**config.mk**
```make
export PLATFORM = sky130hd
export DESIGN_NAME = multilevel_priority_queue_promote_core
export DESIGN_NICKNAME = d
export VERILOG_FILES = /design/src/hdl/mpq_pkg.sv /design/src/hdl/mpq_ram.sv /design/src/hdl/mpq_front.sv /design/src/hdl/mpq_back.sv /design/src/hdl/multilevel_priority_queue_promote_core.sv
export SDC_FILE = /design/constraint.sdc
export NUM_CORES = 2
export LEC_CHECK = 0
export BUFFER_PORTS_ARGS = -buffer_cell sky130_fd_sc_hd__buf_4
export CORE_AREA = 10 10 358 360
export CTS_BUF_LIST = sky130_fd_sc_hd__clkbuf_8 sky130_fd_sc_hd__clkbuf_16
export DETAILED_ROUTE_END_ITERATION = 10
export DIE_AREA = 0 0 368 370
export PLACE_DENSITY = 0.87
export SYNTH_ARGS = -nofsm -noshare
export SYNTH_HDL_FRONTEND = slang
export SYNTH_SLANG_ARGS = --single-unit
export TNS_END_PERCENT = 100
```
**constraint.sdc**
```tcl
create_clock -name clk -period 5.8 [get_ports clk]
set_clock_uncertainty 0.15 [all_clocks]
set_input_delay 0.58 -clock clk [delete_from_list [all_inputs] [get_ports clk]]
set_output_delay 0.58 -clock clk [all_outputs]
set_load 0.03 [all_outputs]
```
**src/hdl/mpq_pkg.sv**
```systemverilog
// Package for the multilevel priority queue: sizes, command codes, FSM states
// and the command record passed from the front end to the back end.
// No dependencies.
package mpq_pkg;

  localparam int STORE_DEPTH  = 64;
  localparam int ADDR_W       = $clog2(STORE_DEPTH);
  localparam int NUM_LEVELS   = 5;
  localparam int LVL_W        = 3;
  localparam int PAYLOAD_BITS = 16;
  localparam int MAX_SERVE    = 64;
  localparam int CNT_W        = 7;
  localparam int FILL_W       = ADDR_W + 1;
  localparam int QDEPTH       = 2;

  typedef enum logic [1:0] {
    OP_ENQUEUE  = 2'd0,
    OP_ANNOUNCE = 2'd1,
    OP_PROMOTE  = 2'd2,
    OP_CLEAR    = 2'd3
  } op_t;

  typedef enum logic [2:0] {
    ST_IDLE,
    ST_DECODE,
    ST_ENQ_POP,
    ST_ENQ_WR,
    ST_ENQ_LINK,
    ST_ANN_RD,
    ST_ANN_OUT
  } state_t;

  typedef struct packed {
    op_t                     op;
    logic [LVL_W-1:0]        level;
    logic [PAYLOAD_BITS-1:0] payload;
    logic [CNT_W-1:0]        count;
  } cmd_t;

endpackage

```
**src/hdl/mpq_ram.sv**
```systemverilog
// Generic single write port RAM with registered read.
// No dependencies.
module mpq_ram #(
  parameter int WIDTH = 16,
  parameter int DEPTH = 64
) (
  input  logic                     clk,
  input  logic                     we,
  input  logic [$clog2(DEPTH)-1:0] waddr,
  input  logic [WIDTH-1:0]         wdata,
  input  logic [$clog2(DEPTH)-1:0] raddr,
  output logic [WIDTH-1:0]         rdata
);

  logic [WIDTH-1:0] mem_r [DEPTH];
  logic [WIDTH-1:0] rdata_r;

  always_ff @(posedge clk) begin
    if (we) begin
      mem_r[waddr] <= wdata;
    end
    rdata_r <= mem_r[raddr];
  end

  assign rdata = rdata_r;

endmodule

```
**src/hdl/mpq_front.sv**
```systemverilog
// Front end: takes requests, decodes them and holds them in a two entry queue.
// Depends on mpq_pkg.
module mpq_front
  import mpq_pkg::*;
(
  input  logic                    clk,
  input  logic                    rst_n,
  input  logic                    start,
  output logic                    busy,
  input  logic [1:0]              in_action,
  input  logic [LVL_W-1:0]        in_level,
  input  logic [PAYLOAD_BITS-1:0] in_payload,
  input  logic [CNT_W-1:0]        in_serve_count,
  output logic                    cmd_valid,
  output cmd_t                    cmd,
  input  logic                    cmd_pop
);

  cmd_t       q_r [QDEPTH];
  logic       wptr_r, wptr_nxt, rptr_r, rptr_nxt;
  logic [1:0] cnt_r, cnt_nxt;
  logic       push;
  cmd_t       dec;

  always_comb begin
    dec.op      = op_t'(in_action);
    dec.level   = in_level;
    dec.payload = in_payload;
    dec.count   = (in_serve_count > CNT_W'(MAX_SERVE)) ? CNT_W'(MAX_SERVE) : in_serve_count;
  end

  assign busy      = (cnt_r == 2'(QDEPTH));
  assign push      = start && !busy;
  assign cmd_valid = (cnt_r != 2'd0);
  assign cmd       = q_r[rptr_r];

  always_comb begin
    wptr_nxt = push ? ~wptr_r : wptr_r;
    rptr_nxt = cmd_pop ? ~rptr_r : rptr_r;
    cnt_nxt  = cnt_r + 2'(push) - 2'(cmd_pop);
  end

  always_ff @(posedge clk) begin
    if (!rst_n) begin
      wptr_r <= 1'b0;
      rptr_r <= 1'b0;
      cnt_r  <= 2'd0;
    end else begin
      wptr_r <= wptr_nxt;
      rptr_r <= rptr_nxt;
      cnt_r  <= cnt_nxt;
    end
  end

  always_ff @(posedge clk) begin
    if (push) begin
      q_r[wptr_r] <= dec;
    end
  end

endmodule

```
**src/hdl/mpq_back.sv**
```systemverilog
// Back end: executes queued requests against the linked store.
// Depends on mpq_pkg and mpq_ram.
module mpq_back
  import mpq_pkg::*;
(
  input  logic                    clk,
  input  logic                    rst_n,
  input  logic                    cmd_valid,
  input  cmd_t                    cmd,
  output logic                    cmd_pop,
  output logic                    out_valid,
  output logic [PAYLOAD_BITS-1:0] out_item_payload,
  output logic [LVL_W-1:0]        out_item_level,
  output logic                    out_status,
  output logic                    out_last_flag
);

  state_t state_r, state_nxt;
  cmd_t   cur_r;

  logic [ADDR_W-1:0] head_r [NUM_LEVELS];
  logic [ADDR_W-1:0] tail_r [NUM_LEVELS];
  logic [FILL_W-1:0] fill_r [NUM_LEVELS];
  logic [ADDR_W-1:0] free_head_r;
  logic [FILL_W-1:0] free_fill_r;
  logic [FILL_W-1:0] fresh_r;
  logic [FILL_W-1:0] total_r;
  logic [ADDR_W-1:0] slot_r;
  logic [CNT_W-1:0]  rem_r;
  logic [LVL_W-1:0]  slvl_r;

  logic                    out_valid_r, out_status_r, out_last_r;
  logic [PAYLOAD_BITS-1:0] out_pay_r;
  logic [LVL_W-1:0]        out_lvl_r;

  // memory ports
  logic                    pay_we, lnk_we;
  logic [ADDR_W-1:0]       pay_waddr, lnk_waddr, pay_raddr, lnk_raddr;
  logic [PAYLOAD_BITS-1:0] pay_wdata, pay_rdata;
  logic [ADDR_W-1:0]       lnk_wdata, lnk_rdata;

  logic [LVL_W-1:0] first_lvl;
  logic             lvl_ok, lvl_busy, has_free, has_fresh, ann_last;

  mpq_ram #(.WIDTH(PAYLOAD_BITS), .DEPTH(STORE_DEPTH)) u_pay (
    .clk, .we(pay_we), .waddr(pay_waddr), .wdata(pay_wdata),
    .raddr(pay_raddr), .rdata(pay_rdata)
  );

  mpq_ram #(.WIDTH(ADDR_W), .DEPTH(STORE_DEPTH)) u_lnk (
    .clk, .we(lnk_we), .waddr(lnk_waddr), .wdata(lnk_wdata),
    .raddr(lnk_raddr), .rdata(lnk_rdata)
  );

  // lowest non-empty level
  always_comb begin
    first_lvl = '0;
    for (int i = NUM_LEVELS - 1; i >= 0; i--) begin
      if (fill_r[i] != '0) begin
        first_lvl = LVL_W'(i);
      end
    end
  end

  assign lvl_ok    = (cur_r.level < LVL_W'(NUM_LEVELS));
  assign lvl_busy  = lvl_ok && (fill_r[cur_r.level] != '0);
  assign has_free  = (free_fill_r != '0);
  assign has_fresh = (fresh_r < FILL_W'(STORE_DEPTH));
  assign ann_last  = (rem_r == CNT_W'(1)) || (total_r == FILL_W'(1));

  // next state
  always_comb begin
    state_nxt = state_r;
    unique case (state_r)
      ST_IDLE: begin
        if (cmd_valid) state_nxt = ST_DECODE;
      end
      ST_DECODE: begin
        state_nxt = ST_IDLE;
        unique case (cur_r.op)
          OP_ENQUEUE: begin
            if (lvl_ok && has_free) state_nxt = ST_ENQ_POP;
            else if (lvl_ok && has_fresh) state_nxt = ST_ENQ_WR;
          end
          OP_ANNOUNCE: begin
            if (cur_r.count != '0 && total_r != '0) state_nxt = ST_ANN_RD;
          end
          OP_PROMOTE, OP_CLEAR: state_nxt = ST_IDLE;
        endcase
      end
      ST_ENQ_POP:  state_nxt = ST_ENQ_WR;
      ST_ENQ_WR:   state_nxt = lvl_busy ? ST_ENQ_LINK : ST_IDLE;
      ST_ENQ_LINK: state_nxt = ST_IDLE;
      ST_ANN_RD:   state_nxt = ST_ANN_OUT;
      ST_ANN_OUT:  state_nxt = ann_last ? ST_IDLE : ST_ANN_RD;
      default:     state_nxt = ST_IDLE;
    endcase
  end

  // memory control and queue pop
  always_comb begin
    cmd_pop   = (state_r == ST_IDLE) && cmd_valid;
    pay_we    = 1'b0;
    pay_waddr = slot_r;
    pay_wdata = cur_r.payload;
    pay_raddr = head_r[first_lvl];
    lnk_we    = 1'b0;
    lnk_waddr = slot_r;
    lnk_wdata = '0;
    lnk_raddr = head_r[first_lvl];
    unique case (state_r)
      ST_DECODE: begin
        lnk_raddr = free_head_r;
        if (cur_r.op == OP_PROMOTE && fill_r[1] != '0 && fill_r[0] != '0) begin
          lnk_we    = 1'b1;
          lnk_waddr = tail_r[0];
          lnk_wdata = head_r[1];
        end
      end
      ST_ENQ_WR: begin
        pay_we = 1'b1;
        lnk_we = 1'b1;
      end
      ST_ENQ_LINK: begin
        lnk_we    = 1'b1;
        lnk_waddr = tail_r[cur_r.level];
        lnk_wdata = slot_r;
      end
      ST_ANN_OUT: begin
        lnk_we    = 1'b1;
        lnk_waddr = slot_r;
        lnk_wdata = free_head_r;
      end
      ST_IDLE, ST_ENQ_POP, ST_ANN_RD: ;
      default: ;
    endcase
  end

  always_ff @(posedge clk) begin
    if (!rst_n) begin
      state_r <= ST_IDLE;
    end else begin
      state_r <= state_nxt;
    end
  end

  // bookkeeping
  always_ff @(posedge clk) begin
    if (!rst_n) begin
      for (int i = 0; i < NUM_LEVELS; i++) begin
        head_r[i] <= '0;
        tail_r[i] <= '0;
        fill_r[i] <= '0;
      end
      free_head_r <= '0;
      free_fill_r <= '0;
      fresh_r     <= '0;
      total_r     <= '0;
      out_valid_r <= 1'b0;
    end else begin
      out_valid_r <= 1'b0;
      unique case (state_r)
        ST_IDLE: begin
          if (cmd_valid) cur_r <= cmd;
        end
        ST_DECODE: begin
          rem_r <= cur_r.count;
          unique case (cur_r.op)
            OP_ENQUEUE: begin
              if (lvl_ok && has_free) begin
                slot_r <= free_head_r;
              end else if (lvl_ok && has_fresh) begin
                slot_r  <= fresh_r[ADDR_W-1:0];
                fresh_r <= fresh_r + FILL_W'(1);
              end else if (lvl_ok) begin
                out_valid_r  <= 1'b1;
                out_pay_r    <= cur_r.payload;
                out_lvl_r    <= cur_r.level;
                out_status_r <= 1'b1;
                out_last_r   <= 1'b1;
              end
            end
            OP_ANNOUNCE: ;
            OP_PROMOTE: begin
              if (fill_r[1] != '0) begin
                if (fill_r[0] == '0) head_r[0] <= head_r[1];
                tail_r[0] <= tail_r[1];
                fill_r[0] <= fill_r[0] + fill_r[1];
              end
              for (int i = 1; i < NUM_LEVELS - 1; i++) begin
                head_r[i] <= head_r[i+1];
                tail_r[i] <= tail_r[i+1];
                fill_r[i] <= fill_r[i+1];
              end
              head_r[NUM_LEVELS-1] <= '0;
              tail_r[NUM_LEVELS-1] <= '0;
              fill_r[NUM_LEVELS-1] <= '0;
            end
            OP_CLEAR: begin
              for (int i = 0; i < NUM_LEVELS; i++) begin
                head_r[i] <= '0;
                tail_r[i] <= '0;
                fill_r[i] <= '0;
              end
              free_head_r <= '0;
              free_fill_r <= '0;
              fresh_r     <= '0;
              total_r     <= '0;
            end
          endcase
        end
        ST_ENQ_POP: begin
          free_head_r <= lnk_rdata;
          free_fill_r <= free_fill_r - FILL_W'(1);
        end
        ST_ENQ_WR: begin
          if (!lvl_busy) begin
            head_r[cur_r.level] <= slot_r;
            tail_r[cur_r.level] <= slot_r;
            fill_r[cur_r.level] <= fill_r[cur_r.level] + FILL_W'(1);
            total_r             <= total_r + FILL_W'(1);
          end
        end
        ST_ENQ_LINK: begin
          tail_r[cur_r.level] <= slot_r;
          fill_r[cur_r.level] <= fill_r[cur_r.level] + FILL_W'(1);
          total_r             <= total_r + FILL_W'(1);
        end
        ST_ANN_RD: begin
          slot_r <= head_r[first_lvl];
          slvl_r <= first_lvl;
        end
        ST_ANN_OUT: begin
          out_valid_r    <= 1'b1;
          out_pay_r      <= pay_rdata;
          out_lvl_r      <= slvl_r;
          out_status_r   <= 1'b0;
          out_last_r     <= ann_last;
          head_r[slvl_r] <= lnk_rdata;
          fill_r[slvl_r] <= fill_r[slvl_r] - FILL_W'(1);
          total_r        <= total_r - FILL_W'(1);
          free_head_r    <= slot_r;
          free_fill_r    <= free_fill_r + FILL_W'(1);
          rem_r          <= rem_r - CNT_W'(1);
        end
        default: ;
      endcase
    end
  end

  assign out_valid        = out_valid_r;
  assign out_item_payload = out_pay_r;
  assign out_item_level   = out_lvl_r;
  assign out_status       = out_status_r;
  assign out_last_flag    = out_last_r;

endmodule

```
**src/hdl/multilevel_priority_queue_promote_core.sv**
```systemverilog
// Top level of the multilevel priority queue: front end queue plus back end.
// Depends on mpq_pkg, mpq_front, mpq_back.

// Requests are taken when start is high and busy is low; up to two requests
// wait in a queue while earlier ones run. In the back end an enqueue passes
// through decode, a pop of the free list when it uses a recycled entry, the
// write, and a link step when its level already holds items; a dropped or
// ignored enqueue, promote and clear end after decode, and announce runs a
// read and an output step per item served, set by the registered read of the
// link memory. Results appear for exactly one cycle on out_valid and cannot be
// held off. No clearing pass is needed after reset.
module multilevel_priority_queue_promote_core
  import mpq_pkg::*;
(
  input  logic                    clk,
  input  logic                    rst_n,
  input  logic                    start,
  output logic                    busy,
  input  logic [1:0]              in_action,
  input  logic [LVL_W-1:0]        in_level,
  input  logic [PAYLOAD_BITS-1:0] in_payload,
  input  logic [CNT_W-1:0]        in_serve_count,
  output logic                    out_valid,
  output logic [PAYLOAD_BITS-1:0] out_item_payload,
  output logic [LVL_W-1:0]        out_item_level,
  output logic                    out_status,
  output logic                    out_last_flag
);

  logic cmd_valid, cmd_pop;
  cmd_t cmd;

  mpq_front u_front (
    .clk, .rst_n, .start, .busy, .in_action, .in_level, .in_payload,
    .in_serve_count, .cmd_valid, .cmd, .cmd_pop
  );

  mpq_back u_back (
    .clk, .rst_n, .cmd_valid, .cmd, .cmd_pop, .out_valid, .out_item_payload,
    .out_item_level, .out_status, .out_last_flag
  );

endmodule

```
### Word level (Yosys, flattened, before mapping)

Memory sizes are Yosys's and may differ from the RTL's. A register that Yosys moved wholly into a read port is not among the register bits.
Index checks and enable logic that the tools add are counted.

* reductions and logical operators: 43
* shift-type cells: 0
* multipliers: 0
* equality and inequality tests: 22
* muxes and demuxes: 141
* bitwise operators: 34
* divide/modulo/power cells: 0
* $add $sub $neg: 11
* order comparisons: 3

Operators with widths (number)
* two-way mux 6 bit: 31
* two-way mux 7 bit: 18
* two-way mux 16 bit: 4
* nonzero test 7 bit: 9
* two-way mux 3 bit: 20
* two-way mux 1 bit: 51
* case mux 6 bit (3 select lines): 2
* OR 1 bit: 32
* case mux 16 bit (2 select lines): 1
* adder 7 x 1 -> 7 bit, second input constant: 4
* case mux 7 bit (2 select lines): 2
* case mux 7 bit (4 select lines): 1
* subtractor 7 x 1 -> 7 bit, second input constant: 4
* case mux 6 bit (2 select lines): 2
* case mux 7 bit (3 select lines): 1
* case mux 3 bit (6 select lines): 1
* OR reduction 6 bit: 3
* == test 7 x 1 -> 1 bit, second input constant: 2
* OR reduction 7 bit: 2
* != test 2 bit, second input constant: 5
* == test 3 bit, second input constant: 3
* case mux 3 bit (3 select lines): 1
* logical AND 1 bit: 8
* != test 2 x 1 -> 1 bit, second input constant: 4
* 29 further kinds: 43

* flip-flop bits (word level): 72
* output and inout port bits: 23
* memories kept: 6
* memory bits (writable): 1559
* input port bits: 31
* bits in read-only memories: 0
* bits in latches: 0

Memory list
* u_back.u_pay.mem_r: depth 64, width 16, read ports 1, clocked after memory_dff 1, wr ports 1, line mpq_ram.sv:15 `logic [WIDTH-1:0] mem_r [DEPTH];`
* u_back.u_lnk.mem_r: depth 64, width 6, read ports 1, clocked after memory_dff 1, wr ports 1, line mpq_ram.sv:15
* u_front.q_r: depth 2, width 28, read ports 1, clocked after memory_dff 1, wr ports 1, line mpq_front.sv:19 `cmd_t q_r [QDEPTH];`
* u_back.fill_r: depth 5, width 7, read ports 7, clocked after memory_dff 1, wr ports 5, line mpq_back.sv:23 `logic [FILL_W-1:0] fill_r [NUM_LEVELS];`
* u_back.head_r: depth 5, width 6, read ports 5, clocked after memory_dff 0, wr ports 5, line mpq_back.sv:21 `logic [ADDR_W-1:0] head_r [NUM_LEVELS];`
* u_back.tail_r: depth 5, width 6, read ports 6, clocked after memory_dff 0, wr ports 5, line mpq_back.sv:22 `logic [ADDR_W-1:0] tail_r [NUM_LEVELS];`

### Depth between registers and ports, before layout

An unclocked memory read counts as a cell.

* depth after elaboration: 12
* mapped depth: 15
* gate-level depth less buffers: 13

### Hierarchy

A second synthesis with hierarchy kept.

* cells, all modules: 3748
* area total of the unflattened synthesis: 70287.4 um^2

By module, submodules not included
* mpq_ram (u_back.u_pay): cells an instance 1829, times used 1, area an instance 40042.2 um^2
* mpq_ram (u_back.u_lnk): cells an instance 729, times used 1, area an instance 15205.8 um^2
* mpq_back: cells an instance 1070, times used 1, area an instance 12645.9 um^2
* mpq_front: cells an instance 120, times used 1, area an instance 2393.5 um^2

### Worst setup path before layout

OpenSTA, ideal clock, no wires.

* path type: register to register
* from: register u_back.state_r[0]
* to: register u_back.out_lvl_r[0] (netlist: u_back.out_item_level[0]) (enable)
* clock period less this slack: 4.422 ns
* data required time: 5.219 ns
* path buffers: 5
* arrival: 3.840 ns
* path slack: 1.378 ns
* setup time: 0.431 ns
* cell stages (with the launch flop): 9
* cell sequence: dfxtp_1 or3b_1 clkbuf_1 buf_2 buf_1 clkbuf_1 clkbuf_1 a21oi_1 a21boi_0

* longest elaborated chain between the ends: 3
* elaborated cells on any way between the ends: 8

RTL lines
* start, declared: line mpq_back.sv:18 `state_t state_r, state_nxt;`
* start signal, assigned: line mpq_back.sv:143 `state_r <= state_nxt;`
* == test 3 x 1 -> 1 bit / == test 3 bit (equally long branches): line mpq_back.sv:162 `unique case (state_r)`
* != test 2 x 1 -> 1 bit (no line), or another cell as far along
* AND reduction 6 bit (no line) *
* end signal, assigned: line mpq_back.sv:178 `out_lvl_r <= cur_r.level;`
* end signal, assigned: line mpq_back.sv:236 `out_lvl_r <= slvl_r;`
* end, declared: line mpq_back.sv:34 `logic [LVL_W-1:0] out_lvl_r;`

Mark *: on every way between the ends. The rest lies on a longest branch, timed or not.
A chain may end at the register's enable or synchronous reset.

==> impl_metrics.env <==
export IMPL_synthAdderAreaFrac=0.00523
export IMPL_drive_above_1_share=0.115
export IMPL_ys_types=92
export IMPL_synth_avg_cell_area_um2=13.3
export IMPL_die_h_um=370
export IMPL_min_path_type="primary input to flip-flop"
export IMPL_synth_seq_area_share=0.708
export IMPL_p_leak_nw=27.1
export IMPL_dp_hpwl_um=120000
export IMPL_syn_inst=5422
export IMPL_grt_ovfl_total=0
export IMPL_grt_antenna_before_repair=3
export IMPL_crit_arrival_ns=6.20
export IMPL_rsz0062_at_grt="no"
export IMPL_cts_resized_gates=0
export IMPL_cpPeakStageDelay_ns=0.69
export IMPL_cp_end_kind="flip-flop"
export IMPL_cts_buffer_depth=3
export IMPL_die_w_um=368
export IMPL_clock_latency_ns=0.83
export IMPL_path_clk_slew_ns=0.07
export IMPL_yosys_warnings=0
export IMPL_start_util=0.596
export IMPL_status="completed"
export IMPL_worstSetupStartpointType="flip-flop"
export IMPL_drv_slew=0
export IMPL_crit_buf_inv=3
export IMPL_drtIter0Drc=9419
export IMPL_htreeDepth=4
export IMPL_boundaryPins=54
export IMPL_slowest_stage="a21o_4"
export IMPL_synthMuxAreaShare=0.0329
export IMPL_syn_nets=5482
export IMPL_grt_util_all_layers=0.293
export IMPL_synth_top_family_by_area="simple AND/OR/NAND/NOR gates"
export IMPL_placed_cells=6927
export IMPL_grt_pass1_wl_um=305000
export IMPL_wl_um=206000
export IMPL_core_area_um2=121000
export IMPL_maxCapViolCount=0
export IMPL_nFillCells=7734
export IMPL_finalCritPeriodShare=0.972
export IMPL_synth_ff_latch_count=1723
export IMPL_synth_compound_area_share=0.0922
export IMPL_finish_utilization=0.666
export IMPL_power_density_nw_per_um2=406
export IMPL_clock_sinks=1723
export IMPL_path_cells="nor3_1, nand2_1, o21ai_0, a21o_4, nand2_8, buf_12, buf_4, a211oi_1, a311oi_1, nor3_1, nor4_1, buf_4, and3_1"
export IMPL_dr_total_vias=51100
export IMPL_wl_per_cell_um=28.4
export IMPL_syn_cell_area_um2=72200
export IMPL_synth_top_flop_cell="edfxtp_1"
export IMPL_crit_type="flip-flop to flip-flop"
export IMPL_syn2layout_area_growth_pct=11.7
export IMPL_synth_xor_area_frac=0.00437
export IMPL_final_common_cell="edfxtp_1"
export IMPL_tritoncts="built"
export IMPL_layout_common_cells="edfxtp_1 (1663), nand2_1 (1039), nand3_1 (320)"
export IMPL_crit_family="simple AND/OR/NAND/NOR gates"
export IMPL_dr_pass1_iters=7
export IMPL_ant_nets=0
export IMPL_async_flop_share=0
export IMPL_cp_max_fo=71
export IMPL_setup_viol=0
export IMPL_required_ns=6.36
export IMPL_viasPerCell=7.03
export IMPL_hold_viol=0
export IMPL_synth_edff_count=1663
export IMPL_port_buffers=53
export IMPL_vdd_ir_drop_worst_v=0.000324
export IMPL_worst_slew_pin_transition_ns=1.30
export IMPL_fmax_mhz=177
export IMPL_fin_crit_ns=5.64
export IMPL_setup_tns_ns=0
export IMPL_fin_nets=5560
export IMPL_p_total_mw=32.7
export IMPL_drc=0
export IMPL_die_area_um2=136000
export IMPL_cts_buffers=167
export IMPL_grt_pass1_vias=49400
export IMPL_gp_congestion=0.976
export IMPL_final_cells=7264
export IMPL_synth_simple_area_share=0.132
export IMPL_rows=128
export IMPL_grt_max_degree=185
export IMPL_clockRootBuffer="clkbuf_16"
export IMPL_relSlewSlack=0.125
[Yosys cell counts (7+ instances only)]
| cell | number | area share |
|---|---|---|
| xor2_1 | 18 | 0.0022 |
| edfxtp_1 | 1663 | 0.69 |
| o22ai_1 | 28 | 0.0024 |
| xnor2_1 | 18 | 0.0022 |
| a21boi_0 | 7 | 0.00073 |
| o211ai_1 | 11 | 0.0011 |
| ha_1 | 27 | 0.0047 |
| nor2b_1 | 23 | 0.0020 |
| nand2_1 | 1041 | 0.054 |
| nand4_1 | 51 | 0.0044 |
| buf_1 | 32 | 0.0017 |
| nor4_1 | 29 | 0.0025 |
| and2_1 | 22 | 0.0019 |
| a31oi_1 | 71 | 0.0062 |
| inv_1 | 33 | 0.0017 |
| a21oi_1 | 124 | 0.0086 |
| a22o_1 | 33 | 0.0040 |
| a2111oi_0 | 7 | 0.00085 |
| buf_4 | 13 | 0.0014 |
| a311oi_1 | 149 | 0.018 |
| nand3b_1 | 10 | 0.0010 |
| o211a_1 | 7 | 0.00097 |
| or3_1 | 12 | 0.0010 |
| mux4_2 | 33 | 0.010 |
| nor3_1 | 96 | 0.0067 |
| a221o_1 | 11 | 0.0015 |
| mux2_2 | 71 | 0.011 |
| a221oi_1 | 24 | 0.0029 |
| a211oi_1 | 186 | 0.019 |
| and3_1 | 197 | 0.017 |
| clkbuf_1 | 183 | 0.0095 |
| a32oi_1 | 37 | 0.0045 |
| a21o_1 | 13 | 0.0014 |
| nand3_1 | 320 | 0.022 |
| nor2_1 | 284 | 0.015 |
| a22oi_1 | 26 | 0.0027 |
| dfxtp_1 | 60 | 0.017 |
| o21ai_0 | 119 | 0.0082 |
| buf_2 | 135 | 0.0094 |
| nand2b_1 | 7 | 0.00061 |
| mux2i_1 | 82 | 0.011 |
[logic make-up after synthesis]
family,Yosys count
XOR/XNOR,36
AO/OA/AOI/OAI,919
buffers and inverters,405
flip-flops,1723
multiplexers,187
AND/OR/NAND/NOR,2123
adder cells (fa/ha/maj),29
[worst paths after layout]
kind | startpoint | to | slack, ns | depth (start not counted)
max | u_back.fill_r[0][1] | u_back.u_pay.rdata[14] | 0.16 | 13
min | start | u_front.wptr_r | 0.05 | 4
max reg2reg | u_back.fill_r[0][1] | u_back.u_pay.rdata[14] | 0.16 | 13
min reg2reg | u_back.pay_wdata[3] | u_back.u_pay.mem_r[29][3] | 0.36 | 0
[layout make-up]
| type | count | area (um^2) | area share |
|---|---|---|---|
| flip-flops and latches | 1723 | 51100 | 0.634 |
| repair buffers | 279 | 2400 | 0.0298 |
| clock inverters | 134 | 1190 | 0.0148 |
| inverters | 35 | 131 | 0.00163 |
| well taps | 1625 | 2030 | 0.0252 |
| diodes | 1 | 2.50 | 0.0000310 |
| multi-input cells | 3294 | 19500 | 0.241 |
| clock buffers | 173 | 4270 | 0.0530 |
[registers in the layout, summed over array words and instances, names as in the netlist, 3 cells and up, named ones only]
signal	count
u_back.out_item_payload	16
u_back.out_item_level	3
u_back.pay_wdata	16
u_back.u_pay.rdata	16
u_back.head_r	30
u_back.pay_waddr	6
u_back.tail_r	48
u_back.slvl_r	3
u_back.u_lnk.mem_r	384
u_back.rem_r	7
u_back.free_head_r	6
u_back.free_fill_r	7
u_back.state_r	3
u_back.fresh_r	7
u_back.total_r	7
u_back.cur_r	12
u_back.u_lnk.rdata	6
u_back.u_pay.mem_r	1024
u_back.fill_r	56
u_front.q_r	56
[metrics by stage]
step / instance area (um^2) / hold WS [ns] / worst slack [ns]
4_1_cts: 80600 / 0.0138 / 0.424
3_3_place_gp: 74900 / 0.327 / 0.642
3_5_place_dp: 74900 / 0.334 / 0.517
5_1_grt: 80600 / 0.0912 / 0.0958
6_report: 80700 / 0.0463 / 0.160
2_1_floorplan: 72200 / 0.312 / 1.38
[power by group]
part | internal, mW | switching (mW)
Clock | 6.04 | 4.78
Combinational | 2.10 | 5.08
Sequential | 14.4 | 0.307
[repair_timing]
action	CTS	global route
buffers inserted	0	0
endpoints found under the setup margin	0	0
hold buffers	29	0
endpoints found under the hold margin	57	0
[metal layers]
metal / global-route usage / routed length, um
met3: 0.0793 / 30000
met2: 0.460 / 95000
met1: 0.366 / 66900
met4: 0.170 / 14200
met5: 0 / 0
[worst register-to-register path, cell delays in order (launching register included)]
cell and delay (ns):
edfxtp_1 0.51, nor3_1 0.53, nand2_1 0.31, o21ai_0 0.57, a21o_4 0.69, nand2_8 0.44
buf_12 0.36, buf_4 0.25, a211oi_1 0.41, a311oi_1 0.11, nor3_1 0.60, nor4_1 0.24
buf_4 0.21, and3_1 0.17
Power figures use the tool's default switching activity.
